<file path="src/rtl/ksc_pkg.sv">
package ksc_pkg;

  localparam int ALPHABET_SIZE = 26;
  localparam int IDX_W         = $clog2(ALPHABET_SIZE);
  localparam int FILL_W        = $clog2(ALPHABET_SIZE + 1);

  localparam logic [IDX_W-1:0]  LAST_LETTER = IDX_W'(ALPHABET_SIZE - 1);
  localparam logic [FILL_W-1:0] FILL_FULL   = FILL_W'(ALPHABET_SIZE);

  localparam logic [7:0] CHAR_UPPER_A = 8'h41;
  localparam logic [7:0] CHAR_UPPER_Z = 8'h5A;
  localparam logic [7:0] CHAR_LOWER_A = 8'h61;
  localparam logic [7:0] CHAR_LOWER_Z = 8'h7A;

  typedef enum logic [1:0] {
    CMD_CLEAR  = 2'd0,
    CMD_LETTER = 2'd1,
    CMD_FINISH = 2'd2,
    CMD_TEXT   = 2'd3
  } cmd_t;

  typedef struct packed {
    logic             en;
    logic [IDX_W-1:0] letter;
  } place_t;

endpackage

</file>
<file path="src/rtl/keyword_substitution_cipher_core.sv">
// Keyword substitution cipher.
// Input stream: in_tuser carries the command (clear key, keyword letter,
// finish key, text byte), in_tdata the character. Only text bytes give a
// result on the output stream: out_tdata is the substituted upper-case
// letter or the byte unchanged, out_tuser[0] flags a missing key.
// cfg_wen/cfg_wdata write decrypt mode; write it only while idle.
// Clear, keyword letter and non-letter or keyless text bytes are done
// with their transfer; a text letter reads the forward or inverse table
// memory into a read register, then a lookup state loads the output
// register once the output slot is free, no transfer being taken before.
// Finishing the key walks the alphabet Z to A, one letter a cycle, holding
// off inputs until the walk ends (none when the key is already full).
// Both tables are written together as letters are placed, so the inverse
// table needs no pass of its own.
// Reset clears the used-letter flags, fill count, key-ready flag, mode and
// the output valid flag; the table memories are not cleared.
// A held result stalls text transfers only; other commands still flow.
module keyword_substitution_cipher_core (
  input  logic       clk,
  input  logic       rst_n,
  input  logic       cfg_wen,
  input  logic [0:0] cfg_wdata,   // decrypt_mode
  input  logic       in_tvalid,
  output logic       in_tready,
  input  logic [7:0] in_tdata,    // value
  input  logic [1:0] in_tuser,    // command
  output logic       out_tvalid,
  input  logic       out_tready,
  output logic [7:0] out_tdata,   // out_byte
  output logic [0:0] out_tuser    // key_missing
);

  typedef enum logic [1:0] {
    ST_IDLE,
    ST_FINISH,
    ST_LOOKUP
  } state_t;

  localparam int IW = ksc_pkg::IDX_W;
  localparam int FW = ksc_pkg::FILL_W;

  state_t                          state_r, state_nxt;
  logic [ksc_pkg::ALPHABET_SIZE-1:0] used_r, used_nxt;
  logic [FW-1:0]                   fill_r, fill_nxt;
  logic                            key_ready_r, key_ready_nxt;
  logic [IW-1:0]                   walk_r, walk_nxt;
  logic                            mode_r;
  logic                            out_valid_r, out_valid_nxt;
  logic [7:0]                      out_byte_r, out_byte_nxt;
  logic                            out_miss_r, out_miss_nxt;

  logic [IW-1:0] fwd_mem [ksc_pkg::ALPHABET_SIZE];
  logic [IW-1:0] inv_mem [ksc_pkg::ALPHABET_SIZE];
  logic [IW-1:0] fwd_rd_r, inv_rd_r;

  ksc_pkg::cmd_t   cmd;
  logic            is_upper, is_lower, is_letter;
  logic [IW-1:0]   idx;
  logic            accept;
  logic            slot_free;
  logic            rd_en;
  ksc_pkg::place_t place;
  logic [IW-1:0]   mapped;

  assign cmd       = ksc_pkg::cmd_t'(in_tuser);
  assign is_upper  = (in_tdata >= ksc_pkg::CHAR_UPPER_A) && (in_tdata <= ksc_pkg::CHAR_UPPER_Z);
  assign is_lower  = (in_tdata >= ksc_pkg::CHAR_LOWER_A) && (in_tdata <= ksc_pkg::CHAR_LOWER_Z);
  assign is_letter = is_upper || is_lower;
  assign idx       = is_upper ? IW'(in_tdata - ksc_pkg::CHAR_UPPER_A)
                              : IW'(in_tdata - ksc_pkg::CHAR_LOWER_A);

  assign slot_free = !out_valid_r || out_tready;
  assign in_tready = (state_r == ST_IDLE) && (slot_free || (cmd != ksc_pkg::CMD_TEXT));
  assign accept    = in_tvalid && in_tready;
  assign rd_en     = accept && (cmd == ksc_pkg::CMD_TEXT) && key_ready_r && is_letter;
  assign mapped    = mode_r ? inv_rd_r : fwd_rd_r;

  assign out_tvalid   = out_valid_r;
  assign out_tdata    = out_byte_r;
  assign out_tuser[0] = out_miss_r;

  always_comb begin
    state_nxt     = state_r;
    used_nxt      = used_r;
    fill_nxt      = fill_r;
    key_ready_nxt = key_ready_r;
    walk_nxt      = walk_r;
    out_valid_nxt = out_valid_r && !out_tready;
    out_byte_nxt  = out_byte_r;
    out_miss_nxt  = out_miss_r;
    place.en      = 1'b0;
    place.letter  = idx;

    unique case (state_r)
      ST_IDLE: begin
        if (accept) begin
          unique case (cmd)
            ksc_pkg::CMD_CLEAR: begin
              used_nxt      = '0;
              fill_nxt      = '0;
              key_ready_nxt = 1'b0;
            end
            ksc_pkg::CMD_LETTER: begin
              if (!key_ready_r && is_letter && (fill_r < ksc_pkg::FILL_FULL) && !used_r[idx]) begin
                place.en = 1'b1;
              end
            end
            ksc_pkg::CMD_FINISH: begin
              if (fill_r < ksc_pkg::FILL_FULL) begin
                walk_nxt  = ksc_pkg::LAST_LETTER;
                state_nxt = ST_FINISH;
              end else begin
                key_ready_nxt = 1'b1;
              end
            end
            ksc_pkg::CMD_TEXT: begin
              if (rd_en) begin
                state_nxt = ST_LOOKUP;
              end else begin
                out_valid_nxt = 1'b1;
                out_byte_nxt  = in_tdata;
                out_miss_nxt  = !key_ready_r;
              end
            end
            default: ;
          endcase
        end
      end
      ST_FINISH: begin
        place.letter = walk_r;
        place.en     = (fill_r < ksc_pkg::FILL_FULL) && !used_r[walk_r];
        walk_nxt     = walk_r - IW'(1);
        if (walk_r == '0) begin
          key_ready_nxt = 1'b1;
          state_nxt     = ST_IDLE;
        end
      end
      ST_LOOKUP: begin
        if (slot_free) begin
          out_valid_nxt = 1'b1;
          out_byte_nxt  = ksc_pkg::CHAR_UPPER_A + 8'(mapped);
          out_miss_nxt  = 1'b0;
          state_nxt     = ST_IDLE;
        end
      end
      default: state_nxt = ST_IDLE;
    endcase

    if (place.en) begin
      used_nxt[place.letter] = 1'b1;
      fill_nxt               = fill_r + FW'(1);
    end
  end

  always_ff @(posedge clk) begin
    if (!rst_n) begin
      state_r     <= ST_IDLE;
      used_r      <= '0;
      fill_r      <= '0;
      key_ready_r <= 1'b0;
      walk_r      <= '0;
      mode_r      <= 1'b0;
      out_valid_r <= 1'b0;
    end else begin
      state_r     <= state_nxt;
      used_r      <= used_nxt;
      fill_r      <= fill_nxt;
      key_ready_r <= key_ready_nxt;
      walk_r      <= walk_nxt;
      out_valid_r <= out_valid_nxt;
      if (cfg_wen) begin
        mode_r <= cfg_wdata[0];
      end
    end
  end

  always_ff @(posedge clk) begin
    out_byte_r <= out_byte_nxt;
    out_miss_r <= out_miss_nxt;
  end

  // both tables written at once; forward at fill position, inverse at the letter
  always_ff @(posedge clk) begin
    if (place.en) begin
      fwd_mem[IW'(fill_r)]  <= place.letter;
      inv_mem[place.letter] <= IW'(fill_r);
    end
    if (rd_en) begin
      fwd_rd_r <= fwd_mem[idx];
      inv_rd_r <= inv_mem[idx];
    end
  end

endmodule
</file>
<file path="config.mk">
export PLATFORM = sky130hd
export DESIGN_NAME = keyword_substitution_cipher_core
export DESIGN_NICKNAME = d
export VERILOG_FILES = /design/src/rtl/ksc_pkg.sv /design/src/rtl/keyword_substitution_cipher_core.sv
export SDC_FILE = /design/constraint.sdc
export NUM_CORES = 1
export LEC_CHECK = 0
export ABC_AREA = 1
export BUFFER_PORTS_ARGS = -buffer_cell sky130_fd_sc_hd__buf_2
export CAP_MARGIN = 25
export CORE_MARGIN = 4
export CORE_UTILIZATION = 67
export CTS_BUF_LIST = sky130_fd_sc_hd__clkbuf_16
export DETAILED_ROUTE_END_ITERATION = 10
export PLACE_DENSITY = 0.84
export SLEW_MARGIN = 20
export SYNTH_ARGS = -nofsm -noshare
export SYNTH_HDL_FRONTEND = slang
export SYNTH_SLANG_ARGS = --single-unit
</file>
<file path="constraint.sdc">
create_clock -name clk -period 6.5 [get_ports clk]
set_clock_uncertainty 0.05 [all_clocks]
set_input_delay 0.975 -clock clk [delete_from_list [all_inputs] [get_ports clk]]
set_output_delay 0.975 -clock clk [all_outputs]
set_load 0.01 [all_outputs]
</file>
Word-level counts from Yosys, hierarchy flattened
Memory sizes are Yosys's and may differ from the RTL's. A register that Yosys moved wholly into a read port is not among the register bits.
Index checks and enable logic that the tools add are counted.
Word-level totals
  flip-flop bits (word level): 50
  output and inout bits: 11
  word-level logic and storage cells: 132
  RAM bits: 260
  bits of input ports: 16
  memories kept: 2
Operators by class
  add/sub/neg operators: 5
  $lt $le $gt $ge: 9
  bitwise operators: 1
  muxes and demuxes: 54
  reduce and logical (&&, ||, !) cells: 34
  equal/unequal tests: 18
Memories
  fwd_mem: depth 26, width 5, read ports 1, clocked after Yosys merged registers in 1, write ports 1, line keyword_substitution_cipher_core.sv:52  | logic [IW-1:0] fwd_mem [ksc_pkg::ALPHABET_SIZE];
  inv_mem: depth 26, width 5, read ports 1, clocked after Yosys merged registers in 1, write ports 1, line keyword_substitution_cipher_core.sv:53  | logic [IW-1:0] inv_mem [ksc_pkg::ALPHABET_SIZE];
Operator list (number)
  $mux 26: 4
  $mux 5: 10
  $mux 8: 4
  $or 26x26->26: 1
  $mux 1: 19
  $lt 5x6->1 const B: 3
  $ge 8x7->1 const B: 2
  $le 8x7->1 const B: 2
  $pmux 8 s2: 1
  $sub 5x1->5 const B: 3
  $logic_and 1x1->1: 13
  $bmux 1 s5: 2
  $mux 2: 5
  $ne 2x2->1 const B: 5
  $pmux 1 s2: 5
  $pmux 5 s2: 1
  $reduce_and 5->1: 2
  $reduce_bool 2->1: 5
  $ne 3x3->1 const B: 3
  $add 7x5->8 const A: 1
  $eq 2x2->1 const B: 3
  $ne 2x1->1 const B: 3
  $ne 3x1->1 const B: 2
  $pmux 2 s3: 1
  13 further kinds: 21

Logic depth before layout (Yosys ltp)
Gate-level depths: netlist of run 1.
  word-level depth: 13
  gate-level depth with buffers: 21
  depth with buffers taken out: 15

Worst setup path after synthesis of run 1
Ideal clock, no wire load.
  path type: input-to-reg
  from: input port in_tdata[0]
  to: memory inv_mem[24][0] (netlist bit), enable pin
  path buffers: 6
  stages: 14
  path slack: 2431 ps
  arrival time: 3645 ps
  data required time: 6076 ps
  cell sequence: buf_4 > inv_4 > buf_4 > buf_2 > buf_2 > buf_2 > ha_1 > buf_2 > nand2_1 > o21ai_1 > inv_1 > nor2_2 > nand3_1 > nor3_1
RTL lines
  start, declared: line keyword_substitution_cipher_core.sv:25  | input logic [7:0] in_tdata,
  end, declared: line keyword_substitution_cipher_core.sv:53

Worst setup path after layout of run 1
  from: input port in_tdata[0]
  to: memory fwd_mem[22][3] (netlist bit), enable pin
Between the ends
  cells in the longest elaborated chain, start to end: 13
Ends and longest elaborated chain
  $ge 8x7->1 / $le 8x7->1 (equally long branches): line keyword_substitution_cipher_core.sv:66  | assign is_upper = (in_tdata >= ksc_pkg::CHAR_UPPER_A) && (in_tdata <= ksc_pkg::CHAR_UPPER_Z);
  $logic_and 1x1->1: line keyword_substitution_cipher_core.sv:66
  $mux 5: line keyword_substitution_cipher_core.sv:69  | assign idx = is_upper ? IW'(in_tdata - ksc_pkg::CHAR_UPPER_A)
  $bmux 1 s5: line keyword_substitution_cipher_core.sv:104  | if (!key_ready_r && is_letter && (fill_r < ksc_pkg::FILL_FULL) && !used_r[idx]) begin
  $mux 1 (not written as such): line keyword_substitution_cipher_core.sv:104
  $logic_not 1->1: line keyword_substitution_cipher_core.sv:104
  $logic_and 1x1->1 *: line keyword_substitution_cipher_core.sv:104
  $mux 1 *: line keyword_substitution_cipher_core.sv:104
  $mux 1 *: line keyword_substitution_cipher_core.sv:97  | unique case (cmd)
  $mux 1 *: line keyword_substitution_cipher_core.sv:96  | if (accept) begin
  $pmux 1 s2 *: line keyword_substitution_cipher_core.sv:94  | unique case (state_r)
  $mux 1 *: line keyword_substitution_cipher_core.sv:184  | if (place.en) begin
  $mux 1 (not written as such) *: line keyword_substitution_cipher_core.sv:185  | fwd_mem[IW'(fill_r)] <= place.letter;
  end, declared: line keyword_substitution_cipher_core.sv:52
Mark *: on every way between the ends. The rest lies on a longest branch, timed or not. The select of a mux whose other input is x is not followed.

==> impl_metrics.ini, run 1 <==
[outcome]
status = finished clean

[place]
dp_hpwl_mm = 20.9
numPortBuffers = 26
globalplace.congestion = 0.912

[synth]
yosys.area.top_type_share = 0.598
synthTopCellsByArea = edfxtp_1 60%, o21ai_0 6.0%, dfxtp_1 5.9%
syn_nets = 1333
synth_most_common_cell = edfxtp_1
synth_async_sr_flop_share = 0
synth_ff_type = edfxtp_1
synth_edf_count = 279
syn-cell-area_um2 = 14000
synth_cell_type_count = 41
yosys_warnings = 0
synth_top_area_cell = edfxtp_1
synth_area_per_cell_um2 = 10.7
ys_seq_area_frac = 0.657
ys_ff_latch = 320
syn_inst = 1307
synthTopCellsByCount = 279 x edfxtp_1, 204 x nor2_1, 168 x o21ai_0, 150 x nand2_1, 80 x inv_1

[final_layout]
nFillCells = 1283
multiInputGateArea_um2 = 4070
drive_above_1_share = 0.0960
num-nets-final = 1327
seqCellArea_um2 = 9200
diodes = 0
syn2layout_area_growth_pct = 8.44

[sta]
finalHoldViolCount = 0
period_needed_ns = 5.27
rsz0062_at_grt = false
slew_violations = 0
fmax_mhz = 190
worst_pin_slew_ns = 1.06
tns_ns = 0
relSlewSlack = 0.291
period_share = 0.811
finalSetupViolCount = 0

[worst_setup_path]
r2r_slack_ns = 2.96
startpoint_type = input pin
slowest_stage = nor3_1
crit_family = simple AND/OR/NAND/NOR gates
critPathBufInv = 3
crit_type = in -> reg
end_kind = flop
cpMostUsedCell = nand2_1
worstRegToRegCells = 7
slowest_delay_ns = 0.76
reg2reg_to = fwd_mem[22][3]
r2r-start = fill_r[1]
path_max_fanout = 80
critPathRequiredTime_ns = 6.63
path_cells = buf_4 -> inv_4 -> ha_2 -> nand2_1 -> nand2_1 -> inv_2 -> nand3_1 -> nand3_1 -> nand2_1 -> nand2_1 -> nand3_2 -> nand2_4 -> nand2_4 -> nor3_1
worstPathArrival_ns = 5.40

[hold_path]
hold_depth = 2
min_path_type = reg -> reg
min_to = used_r[11]
worstHoldStart = used_r[11]

[route]
dr.pass1.iters = 7
drc = 0
drt-wirelength-per-cell_um = 21.8
avgViaCountPerCell = 6.57
antenna_left = 0
first_iter_violations = 1353
wl_mm = 34.8
vias = 10459

[cts]
postCtsHoldBufs = 0
root_buffer = clkbuf_16
postCtsSetupBuffers = 0
clockBufferDepth = 3
cts_inserted_buffers = 30
cts_tree = done
cts.clk_slew.worst_paths_ns = 0.06
clock_latency_ns = 0.56
htree_levels = 1
cts.sink_count = 320
cts_resized = 0

[global_route]
antenna_found_initial = 0
grt_pass1_wl_mm = 54.3
gr-total-overflow = 0
grt.total_usage = 0.292
grt_max_degree = 102
grt_pass1_vias = 10188

[floorplan]
die_y_um = 153
top_level_ports = 27
start_util = 0.687
dieWidth_um = 153
rows = 52
die_area_um2 = 23300
core_um2 = 20400

[power_and_ir_drop]
p_leak_nw = 5.22
finalPower_w = 0.00441
irDropWorstVdd_uv = 274
powerDensity_nw_per_um2 = 291

[job]
drv_cap = 0
cell usage in the layout (no fill, tap or decap), types with 3 or more instances in the layout:
cell and instances:
ha_1 9, clkinvlp_4 3, clkinv_2 7, o21ai_1 5, nand4_1 24, nand2_1 149, o2111ai_1 3, o21ai_4 3
clkinv_1 5, inv_2 15, edfxtp_1 279, nand2_2 3, buf_2 25, inv_1 84, nor3_2 6, o221ai_1 10
nor3_1 33, clkbuf_16 31, o22ai_1 50, xor2_1 4, o21ai_0 168, a21oi_1 44, o32ai_1 10, o211ai_1 17
dfxtp_1 41, clkinv_4 3, nor2_1 203, or2_2 3, buf_4 15, nand3_1 52
worst max path at each step:
stage / from / end / slack, ns / depth (start not counted)
finish: in_tdata[0] / fwd_mem[22][3] / 1.23 / 14
global route: in_tdata[0] / fwd_mem[22][3] / 0.98 / 14
CTS: in_tdata[0] / fwd_mem[22][3] / 1.44 / 14
detailed placement: in_tdata[0] / fwd_mem[18][4] / 0.96 / 14
global placement: in_tdata[0] / fwd_mem[3][1] / 1.20 / 14
floorplan: in_tdata[0] / inv_mem[24][0] / 2.43 / 14
through the flow:
stage / instances / cell area [um^2] / utilization / hold WS, ns / setup slack (ns)
2_1_floorplan: 1307 / 14000 / - / 0.395 / 2.43
3_3_place_gp: 1537 / 14200 / 0.697 / 0.404 / 1.20
3_5_place_dp: 1537 / 14200 / 0.697 / 0.406 / 0.961
4_1_cts: 1591 / 15100 / 0.743 / 0.415 / 1.44
5_1_grt: 1593 / 15200 / 0.745 / 0.435 / 0.976
6_report: 1593 / 15200 / 0.745 / 0.416 / 1.23
registers in the layout, indices dropped and copies added (netlist names), 2 cells and up:
name       flops
fwd_mem      130
walk_r         5
fill_r         5
inv_mem      130
fwd_rd_r       5
state_r        2
inv_rd_r       5
out_tdata      8
used_r        26
logic make-up after synthesis:
| kind of cell | Yosys count | synth area share |
|---|---|---|
| xor+xnor | 5 | 0.00313 |
| fa+ha+maj | 10 | 0.00894 |
| compound gates | 314 | 0.129 |
| mux | 1 | 0.000715 |
| buf+inv | 176 | 0.0536 |
| simple gates | 481 | 0.148 |
| flops | 320 | 0.657 |
power by group:
part | internal [W] | switching [W] | total [W]
combinational | 0.000121 | 0.000358 | 0.000479
clock | 0.000903 | 0.000739 | 0.00164
sequential | 0.00227 | 0.0000189 | 0.00229
routing by layer:
layer	global-route usage	vias up	part of all wire
met2	0.477	717	0.47
met4	0.114	0	0.045
li1	-	4643	-
met5	0	-	0
met1	0.384	4944	0.37
met3	0.0684	155	0.11
layout make-up:
cell class                 instances  area share
clock buffer                      31      0.0511
tap                              270      0.0223
inverter                          96      0.0239
sequential                       320       0.606
multi-input combinational        811       0.268
clock inverter                    23     0.00973
timing repair buffer              42      0.0193
worst register-to-register path: stages (launching register included):
cell and delay (ns):
dfxtp_1 0.30, buf_4 0.23, inv_1 0.14, a21oi_1 0.20, nor2_2 0.86, buf_4 0.35
nand2_4 0.26, nor3_1 0.77
No activity file was read; power rests on OpenSTA's default activity.
==> run 2: changes to the inputs <==
CORE_UTILIZATION = 57   (was 67)
PLACE_DENSITY = 0.76   (was 0.84)
clock period = 4.4 ns   (was 6.5 ns; I/O delays follow)
==> impl_metrics.ini, run 2 (synthesized netlist as in run 1, its figures left out) <==
[outcome]
status = finished clean

[route]
antenna_left = 0
first_iter_violations = 1228
drc = 0
wl_mm = 33.2
dr.pass1.iters = 6
avgViaCountPerCell = 6.06
vias = 10075
drt-wirelength-per-cell_um = 20.0

[power_and_ir_drop]
p_leak_nw = 5.36
intPower_w = 0.00523
switching_power_w = 0.00168
combPwrFrac = 0.100
netSwitchingFraction = 0.243
clkPwrFrac = 0.410
powerDensity_nw_per_um2 = 446
pwr-share-seq = 0.491
irDropWorstVdd_uv = 269

[final_layout]
drive_above_1_share = 0.105
final_cells = 1662
diodes = 0
reg_top3 = fwd_mem (130), inv_mem (130), used_r (26)
num-nets-final = 1341
syn2layout_area_growth_pct = 10.6
fin_util = 0.638
mostFrequentLayoutCell = edfxtp_1
layout_common_cells = 279 x edfxtp_1, 203 x nor2_1, 168 x o21ai_0
nFillCells = 1831

[worst_setup_path]
worstPathArrival_ns = 3.44
r2r-start = walk_r[0]
critPathRequiredTime_ns = 4.50
critPathBufInv = 3
startpoint = in_tdata[1]
startpoint_type = input pin
slowest_stage = nor3_1
end_kind = flop
path_cells = buf_2 -> inv_1 -> ha_2 -> inv_2 -> nand3_1 -> nand3_1 -> nand3_1 -> nand2_1 -> nand2_1 -> nand3_2 -> nand2_4 -> nand2_4 -> nor3_1
crit_type = in -> reg
cpMostUsedCell = nand3_1
crit_family = simple AND/OR/NAND/NOR gates
slowest_delay_ns = 0.64
path_max_fanout = 33

[place]
globalplace.congestion = 1.01
post-place-cells = 1603
preCtsSetupSlack_ns = 0.613
numPortBuffers = 26
dp_hpwl_mm = 21.5

[floorplan]
core_um2 = 24200
die_y_um = 165
top_level_ports = 27
start_util = 0.577
die_area_um2 = 27100
dieWidth_um = 165
rows = 57

[hold_path]
worstHoldStart = cfg_wdata
min_path_type = in -> reg

[sta]
fmax_mhz = 300
period_share = 0.758
finalSetupViolCount = 0
finalHoldViolCount = 0
relSlewSlack = 0.391
tns_ns = 0
worst_pin_slew_ns = 0.914
worst_slack_ns = 1.07
slew_violations = 0
rsz0062_at_grt = false
period_needed_ns = 3.33

[global_route]
grt_max_degree = 98
grt.total_usage = 0.247
gr-total-overflow = 0
grt_pass1_wl_mm = 51.7
grt_pass1_vias = 9487
antenna_found_initial = 0

[cts]
cts_tree = done
postCtsHoldBufs = 0
cts_resized = 0
cts_inserted_buffers = 34
htree_levels = 2
postCtsSetupBuffers = 0
clockBufferDepth = 3
root_buffer = clkbuf_16
cts.sink_count = 320
clock_latency_ns = 0.52
cts.clk_slew.worst_paths_ns = 0.06

[job]
drv_cap = 0
-- run 2: changes by cell type in the layout (fill, tap and decap cells not counted), moves of 2 or more --
cell       previous run  this run
clkinv_8              0         2
buf_4                15        26
clkinv_4              3         1
clkbuf_16            31        35
buf_16                2         0
clkinv_1              5         2
bufinv_16             1         4
inv_1                84        87
clkinv_2              7         4
-- run 2: power groups by stage --
stage                     Sequential, W  Clock, W  Combinational, W
after floorplan                 0.00345         0          0.000460
after global placement          0.00345         0          0.000664
after detailed placement        0.00345         0          0.000673
after CTS                       0.00339   0.00286          0.000677
after global routing            0.00339   0.00300          0.000751
final                           0.00339   0.00283          0.000688
-- run 2: area by class of cell --
class / instances / area (um^2) / area share
flip-flops and latches: 320 / 9200 / 0.594
multi-input cells: 811 / 4060 / 0.262
clock buffers: 35 / 876 / 0.0566
well taps: 324 / 405 / 0.0262
inverters: 96 / 363 / 0.0234
repair buffers: 52 / 335 / 0.0217
clock inverters: 24 / 246 / 0.0159
-- run 2: path summary, 6_finish.rpt --
| path | endpoint | slack, ns | cells after the start |
|---|---|---|---|
| max reg2reg | inv_mem[15][0] | 1.19 | 8 |
| max | fwd_mem[20][2] | 1.07 | 13 |
| min | mode_r | 0.34 | 3 |
| min reg2reg | used_r[13] | 0.42 | 2 |
-- run 2: metal layers --
layer	up-vias	GRT usage	part of all wire
met4	0	0.0896	0.030
met1	4795	0.345	0.41
met3	84	0.0392	0.090
li1	4673	-	-
met2	523	0.397	0.47
met5	-	0	0
-- run 2: tightest hold or removal path, delay by kind of cell --
| family | cells | cell delay [ns] |
|---|---|---|
| buf+inv | 1 | 0.07 |
| simple gates | 1 | 0.07 |
| compound gates | 1 | 0.05 |
-- run 2: through the flow --
stage	hold WS (ns)	power, W	area (um^2)
after floorplan	0.395	0.00391	14000
after global placement	0.403	0.00412	14300
after detailed placement	0.406	0.00412	14400
after CTS	0.336	0.00693	15500
after global routing	0.361	0.00714	15500
final	0.338	0.00691	15500
